[config.mk]
export PLATFORM = sky130hd
export DESIGN_NAME = cms_cell
export DESIGN_NICKNAME = d
export VERILOG_FILES = /design/src/rtl/cms_pkg.sv /design/src/rtl/cms_cell.sv
export SDC_FILE = /design/constraint.sdc
export NUM_CORES = 1
export LEC_CHECK = 0
export ABC_AREA = 0
export BUFFER_PORTS_ARGS = -buffer_cell sky130_fd_sc_hd__clkbuf_2
export CORE_MARGIN = 2
export CORE_UTILIZATION = 35
export DETAILED_ROUTE_END_ITERATION = 7
export GPL_ROUTABILITY_DRIVEN = 0
export SYNTH_ARGS = -nofsm -noshare
export SYNTH_HDL_FRONTEND = slang
export SYNTH_SLANG_ARGS = --single-unit
[constraint.sdc]
create_clock -name i_clk -period 11.9 [get_ports i_clk]
set_input_delay 1.19 -clock i_clk [delete_from_list [all_inputs] [get_ports i_clk]]
set_output_delay 1.19 -clock i_clk [all_outputs]
set_load 0.01 [all_outputs]
[src/rtl/cms_pkg.sv]
`default_nettype none
// ----------------------------------------------------------------------------
// Count-min sketch package
// Shared constants, types and opcodes for the sketch engine.
// ----------------------------------------------------------------------------
package cms_pkg;
    localparam int MaxRows    = 16;
    localparam int MaxColumns = 2048;
    localparam int RowW       = $clog2(MaxRows);
    localparam int ColW       = $clog2(MaxColumns);
    localparam int AddrW      = RowW + ColW;
    localparam int Depth      = MaxRows * MaxColumns;
    // one remainder step per bit of the masked hash
    localparam int ModSteps    = 31;
    // cycles from request acceptance until every cell has its column
    localparam int ChainCycles = MaxRows + ModSteps + 1;

    localparam logic [11:0] WidthReset = 12'd2000;
    localparam logic [4:0]  DepthReset = 5'd10;
    localparam logic [30:0] HashMask   = 31'h7FFF_FFFF;

    typedef enum logic [1:0] {
        t_op_update = 2'd0,
        t_op_query  = 2'd1,
        t_op_load   = 2'd2,
        t_op_none   = 2'd3
    } t_op;

    // request travelling down the cell chain
    typedef struct packed {
        logic        vld;
        logic [1:0]  op;
        logic [31:0] hash;
        logic [31:0] amount;
        logic [3:0]  row_index;
        logic [30:0] coef_a;
        logic [30:0] coef_b;
    } t_req;
endpackage
`default_nettype wire

[src/rtl/cms_cell.sv]
`default_nettype none
// ----------------------------------------------------------------------------
// Sketch row cell
// Holds one row's coefficients and computes that row's column index.
// ----------------------------------------------------------------------------
module cms_cell (
    input  wire logic            i_clk,
    input  wire logic            i_rst_n,
    input  wire logic [3:0]      i_row,
    input  wire cms_pkg::t_req   i_req,
    output cms_pkg::t_req        o_req,
    input  wire logic [11:0]     i_width,
    output logic [cms_pkg::ColW-1:0] o_col,
    output logic                 o_col_vld
);
    import cms_pkg::*;

    logic [30:0] r_a, r_b;
    logic [31:0] r_prod;
    logic [30:0] r_h;
    logic [ColW-1:0] r_rem;
    logic [4:0]  r_step;
    logic [1:0]  r_phase;
    logic        r_busy;
    logic [30:0] w_h;
    logic [ColW:0]   w_trial;
    logic [ColW-1:0] w_rem;
    logic        w_start;
    logic        w_last;

    assign w_h = 31'(r_prod + {1'b0, r_b}) & HashMask;

    // shift the next hash bit into the partial remainder and reduce it once
    assign w_trial = {r_rem, r_h[30]};
    assign w_rem   = (w_trial >= i_width) ? ColW'(w_trial - i_width) : ColW'(w_trial);

    assign w_start = i_req.vld && (i_req.op == t_op_update || i_req.op == t_op_query);
    assign w_last  = !w_start && r_busy && (r_phase == 2'd1) && (r_step == 5'd0);

    // load coefficients, compute hash, reduce it bit by bit, pass request on
    always_ff @(posedge i_clk) begin
        if (!i_rst_n) begin
            r_a       <= '0;
            r_b       <= '0;
            o_req.vld <= 1'b0;
            o_col_vld <= 1'b0;
            r_busy    <= 1'b0;
            r_phase   <= '0;
        end else begin
            o_req     <= i_req;
            o_col_vld <= w_last;
            if (i_req.vld && i_req.op == t_op_load && i_req.row_index == i_row) begin
                r_a <= i_req.coef_a;
                r_b <= i_req.coef_b;
            end
            if (w_start) begin
                r_prod  <= 32'({1'b0, r_a} * i_req.hash);
                r_busy  <= 1'b1;
                r_phase <= 2'd0;
            end else if (r_busy) begin
                if (r_phase == 2'd0) begin
                    r_h     <= w_h;
                    r_rem   <= '0;
                    r_step  <= 5'(ModSteps - 1);
                    r_phase <= 2'd1;
                end else begin
                    r_h    <= r_h << 1;
                    r_rem  <= w_rem;
                    r_step <= r_step - 1'b1;
                    if (r_step == 5'd0) begin
                        o_col  <= w_rem;
                        r_busy <= 1'b0;
                    end
                end
            end
        end
    end
endmodule
`default_nettype wire

# [Word level (Yosys, flattened, before mapping)]
# Index checks and enable logic that the tools add are counted.
# W data, S select, Z words.
[totals] reg_bits=287 in_bits=151 latch_bits=0 mem_bits_ro=0 ramBits=0 word_cells=51 memories=0
[op_classes] reduce_logical=16 div_mod_pow=0 bitwise_logic=3 magnitude_cmp=1 add_sub_neg=3 shift=0 n_mul=1 muxes=6 eq_ne=3
[op_table] op="$mul A31 B32 Y31" count=1
[op_table] op="$add A31 B31 Y31" count=1
[op_table] op="$mux W31" count=1
[op_table] op="$ge A12 B12 Y1" count=1
[op_table] op="$mux W11" count=1
[op_table] op="$sub A11 B11 Y11" count=1
[op_table] op="$logic_and A1 B1 Y1" count=6
[op_table] op="$logic_not A5 Y1" count=1
[op_table] op="$reduce_and A5 Y1" count=1
[op_table] op="$sub A5 B1 Y5 const B" count=1
[op_table] op="$eq A4 B4 Y1" count=1
[op_table] op="$logic_not A2 Y1" count=2
[op_table] op="$mux W1" count=4
[op_table] op="$reduce_and A2 Y1" count=2
[op_table] op="$not A1 Y1" count=3
[op_table] op="$reduce_and A3 Y1" count=1
[op_table] op="$eq A2 B1 Y1 const B" count=1
[op_table] op="$eq A2 B2 Y1 const B" count=1
[op_table] op="$reduce_or A2 Y1" count=1
[op_table] op="$logic_not A1 Y1" count=1
[op_table] op="$logic_or A1 B1 Y1" count=1

# [Logic depth before layout (Yosys ltp)]
[depth] ltp_word=7 ltp_mapped=27

# [Worst setup path before layout]
# OpenSTA, ideal clock, no wires.
[synth_path] path_kind="input to register" from="input port i_req[110] (netlist bit)" to="register r_prod[30] (data pin)" n_path_buf=2 path_slack_ps=3982 arrival_ps=7658 stages=23 cell_sequence="clkbuf_1 > clkbuf_1 > nand2_1 > fa_1 > fa_1 > inv_1 > fa_1 > inv_1 > fa_1 > fa_1 > fa_1 > inv_1 > fa_1 > fa_1 > ha_1 > a21o_1 > a21o_1 > a211oi_1 > o31ai_1 > a221o_1 > a31oi_1 > o21ai_0 > xnor2_1"
[synth_via] elab_chain_cells=1
[synth_lines] element="start, declared" line="cms_cell.sv:10" source="input wire cms_pkg::t_req i_req,"
[synth_lines] element="$mul A31 B32 Y31" line="cms_cell.sv:57" source="r_prod <= 32'({1'b0, r_a} * i_req.hash);"
[synth_lines] element="end signal, assigned" line="cms_cell.sv:57"
[synth_lines] element="end, declared" line="cms_cell.sv:19" source="logic [31:0] r_prod;"
# No other way between the ends.
# A chain may end at the register's enable or synchronous reset.

# [Final worst setup path]
[layout_path] from="register r_a[6]" to="register r_prod[30] (data pin)"
[layout_via] elab_chain_cells=1
[layout_lines] element="start, declared" line="cms_cell.sv:18" source="logic [30:0] r_a, r_b;"
[layout_lines] element="start signal, assigned" line="cms_cell.sv:53" source="r_a <= i_req.coef_a;"
[layout_lines] element="$mul A31 B32 Y31" line="cms_cell.sv:57"
# No other way between the ends.

==> out/results.ini <==
[sta]
fin_worst_skew_ns=0.0591
setup_viol=0
tightest_slew_ns=1.23
slew_headroom_pct=18.2
setup_tns_ns=0
finalCritPeriodShare_pct=65.3
final_max_slew_viol_count=0
rsz0062_at_grt=no
fin_crit_ns=7.77
fmax_mhz=129
finalHoldViolations=0

[pwr]
seqPwrFrac_pct=45.3
switchingPower_mw=0.636
p_sw_share_pct=25.1
combPwrFrac_pct=10.6
p_int_mw=1.90
p_clk_share_pct=44.1
vdd_drop_max_mv=0.0948
leakagePower_nw=13.6
cellPowerDensity_mw_per_mm2=84.4
total_power_mw=2.53

[yosys]
synthesis.instances=2528
ys_ff_latch=287
synthXorXnorAreaFrac_pct=3.95
yosysTopAreaCell=fa_1
synth-edff-count=221
synth_top_family_by_area=adder cells
ys_seq_area_share_pct=30.1
yosys.area_share.adder_pct=36.6
syn_nets=3223
ys_types=62
synth_top_cell_area_share_pct=29.0
syn_area_sq_mm=0.0264
synthMuxAreaShare_pct=1.00
synthSimpleGateAreaFrac_pct=15.1
yosys_warnings=0
synth_common_cells=nand2_1 (432), fa_1 (382), inv_1 (351)
synth_compound_area_share_pct=6.59
synth_area_leaders=fa_1 (29%), edfxtp_1 (25%), ha_1 (7.7%)
synth-main-ff-cell=edfxtp_1
avgSynthCellArea_sq_um=10.4
synth_most_common_cell=nand2_1
synthArstFlopShare_pct=0

[clock_network]
cts_max_path_buffers=3
cts_sinks=287
cts-htree-levels=2
cts_resized=0
post-cts-setup-buffers=0
clk_latency_ns=0.59
cts_tree=done
cts_root_buf=clkbuf_16
ctsHoldBuffers=0
path_clk_slew_ns=0.06
cts_buffers=37

[run_status]
status=finished clean

[floorplanning]
die_y_um=279
die_area_sq_mm=0.0777
row_count=100
pin_count=296
core-area_sq_mm=0.0746
start_util_pct=35.4
dieWidth_um=279

[detailed_routing]
wl_per_cell_um=17.9
ant_nets=0
finalWirelength_um=67300
drtIter0Drc=889
drcViolationCount=0
first_pass_iters=5
vias_per_cell=4.80
num_vias=18082

[critical_path]
crit_fanout=26
cp.required_ns=12.18
cp.arrival_ns=8.05
cp_cell_sequence=nand2_1, fa_1, fa_1, inv_1, fa_1, inv_1, fa_1, fa_1, fa_1, inv_1, fa_1, fa_1, ha_1, a21o_1, a21o_1, a211oi_1, o31ai_1, a221o_1, a31oi_1, o21ai_0, xnor2_1
cpMostUsedCell=fa_1
slowest_stage=dfxtp_1
crit_path_max_incr_delay_ns=1.10
path_delay_family=adder cells
worstSetupStartpointType=flip-flop
cp_num_buf_inv=3
cp-end-kind=flip-flop
setup.worst_path.class=flip-flop to flip-flop

[layout]
drive_above_1_share_pct=14.1
areaGrowthSynthToFinish_pct=13.7
nets=3460
fill_cells=7367
fin_area_sq_mm=0.0300

[job]
drv_cap=0

[worst_hold_path]
hp-class=flip-flop to flip-flop

[placement]
detailed_place_hpwl_um=51200
dpl_cell_area_sq_mm=0.0288
numPortBuffers=295

[grt]
grt_pass1_wl_um=109000
grt_overflow=0
grt_pass1_vias=19797
grt_max_degree=70
antenna_found_initial=5
grt_use_total_pct=17.9

==> worst register-to-register path: cells and delay by family (launching register included) <==
kind / cells / cell delay (ns)
and+or+nand+nor: 1 / 0.17
AOI/OAI and AO/OA: 7 / 1.64
DFF: 1 / 1.10
adders and majority gates: 9 / 4.30
xor gates and xnor gates: 1 / 0.13
buffers and inverters: 3 / 0.15
==> cells in the final DEF, fill, tap and decap left out, types with 45 or more instances in the layout <==
cell	Yosys	routed
o21ai_0	53	53
ha_1	162	162
inv_1	351	351
dfxtp_1	66	65
xnor2_1	84	84
edfxtp_1	221	221
nand2_1	432	432
a21boi_0	65	65
fa_1	382	382
clkbuf_2	0	294
and2_1	278	278
nor2_1	46	45
==> per-layer routing <==
| layer | global-route usage [%] | vias up | wire length (um) | part of all wire [%] |
|---|---|---|---|---|
| li1 | - | 8475 | - | - |
| met1 | 22.0 | 9078 | 28500 | 42 |
| met2 | 32.4 | 431 | 34000 | 50 |
| met3 | 2.88 | 94 | 3230 | 4.8 |
| met4 | 4.84 | 4 | 1640 | 2.4 |
| met5 | 0 | - | 27 | 0.040 |
==> worst paths after layout <==
check / from / end / slack [ns] / depth (start not counted)
worst max-delay path: r_a[6]$_SDFFE_PN0P_ / r_prod[30]$_DFFE_PP_ / 4.13 / 21
worst max register to register: r_a[6]$_SDFFE_PN0P_ / r_prod[30]$_DFFE_PP_ / 4.13 / 21
worst min-delay path: r_a[1]$_SDFFE_PN0P_ / r_a[1]$_SDFFE_PN0P_ / 0.46 / 2
worst min register to register: r_a[1]$_SDFFE_PN0P_ / r_a[1]$_SDFFE_PN0P_ / 0.46 / 2
==> registers in the layout, indices dropped and copies added, names as in the netlist <==
signal     flops
o_col         11
o_col_vld      1
o_req        133
r_a           31
r_b           31
r_busy         1
r_h           31
r_phase        1
r_prod        31
r_rem         11
r_step         5
==> metrics by stage <==
stage	std cells	util, %	setup WS, ns	hold slack, ns
after floorplan	2528	-	3.98	0.444
after global placement	3695	38.6	3.71	0.455
after detailed placement	3695	38.6	3.58	0.459
after CTS	3762	40.3	4.11	0.467
after global routing	3762	40.3	3.71	0.498
final	3764	40.3	4.13	0.464
==> final cells by class <==
| cell class | instances | area, sq um | share of cell area, % |
|---|---|---|---|
| Antenna cell | 2 | 5.00 | 0.0167 |
| Sequential cell | 287 | 7960 | 26.5 |
| Clock inverter | 16 | 141 | 0.471 |
| Multi-Input combinational cell | 1776 | 16700 | 55.7 |
| Timing Repair Buffer | 312 | 1610 | 5.37 |
| Tap cell | 969 | 1210 | 4.04 |
| Clock buffer | 51 | 1060 | 3.53 |
| Inverter | 351 | 1320 | 4.39 |
==> power groups by stage <==
| stage | clock, mW | combinational, mW | sequential [mW] |
|---|---|---|---|
| floorplan | 0 | 0.119 | 1.19 |
| global placement | 0 | 0.269 | 1.17 |
| detailed placement | 0 | 0.270 | 1.17 |
| CTS | 1.16 | 0.272 | 1.15 |
| global route | 1.19 | 0.295 | 1.15 |
| finish | 1.12 | 0.268 | 1.15 |
==> cells by family after synthesis <==
logic type	after synthesis
simple gates	829
mux	25
fa+ha+maj	544
buf+inv	465
compound gates	259
xor+xnor	119
flops	287
(Power assumes the default switching activity.)
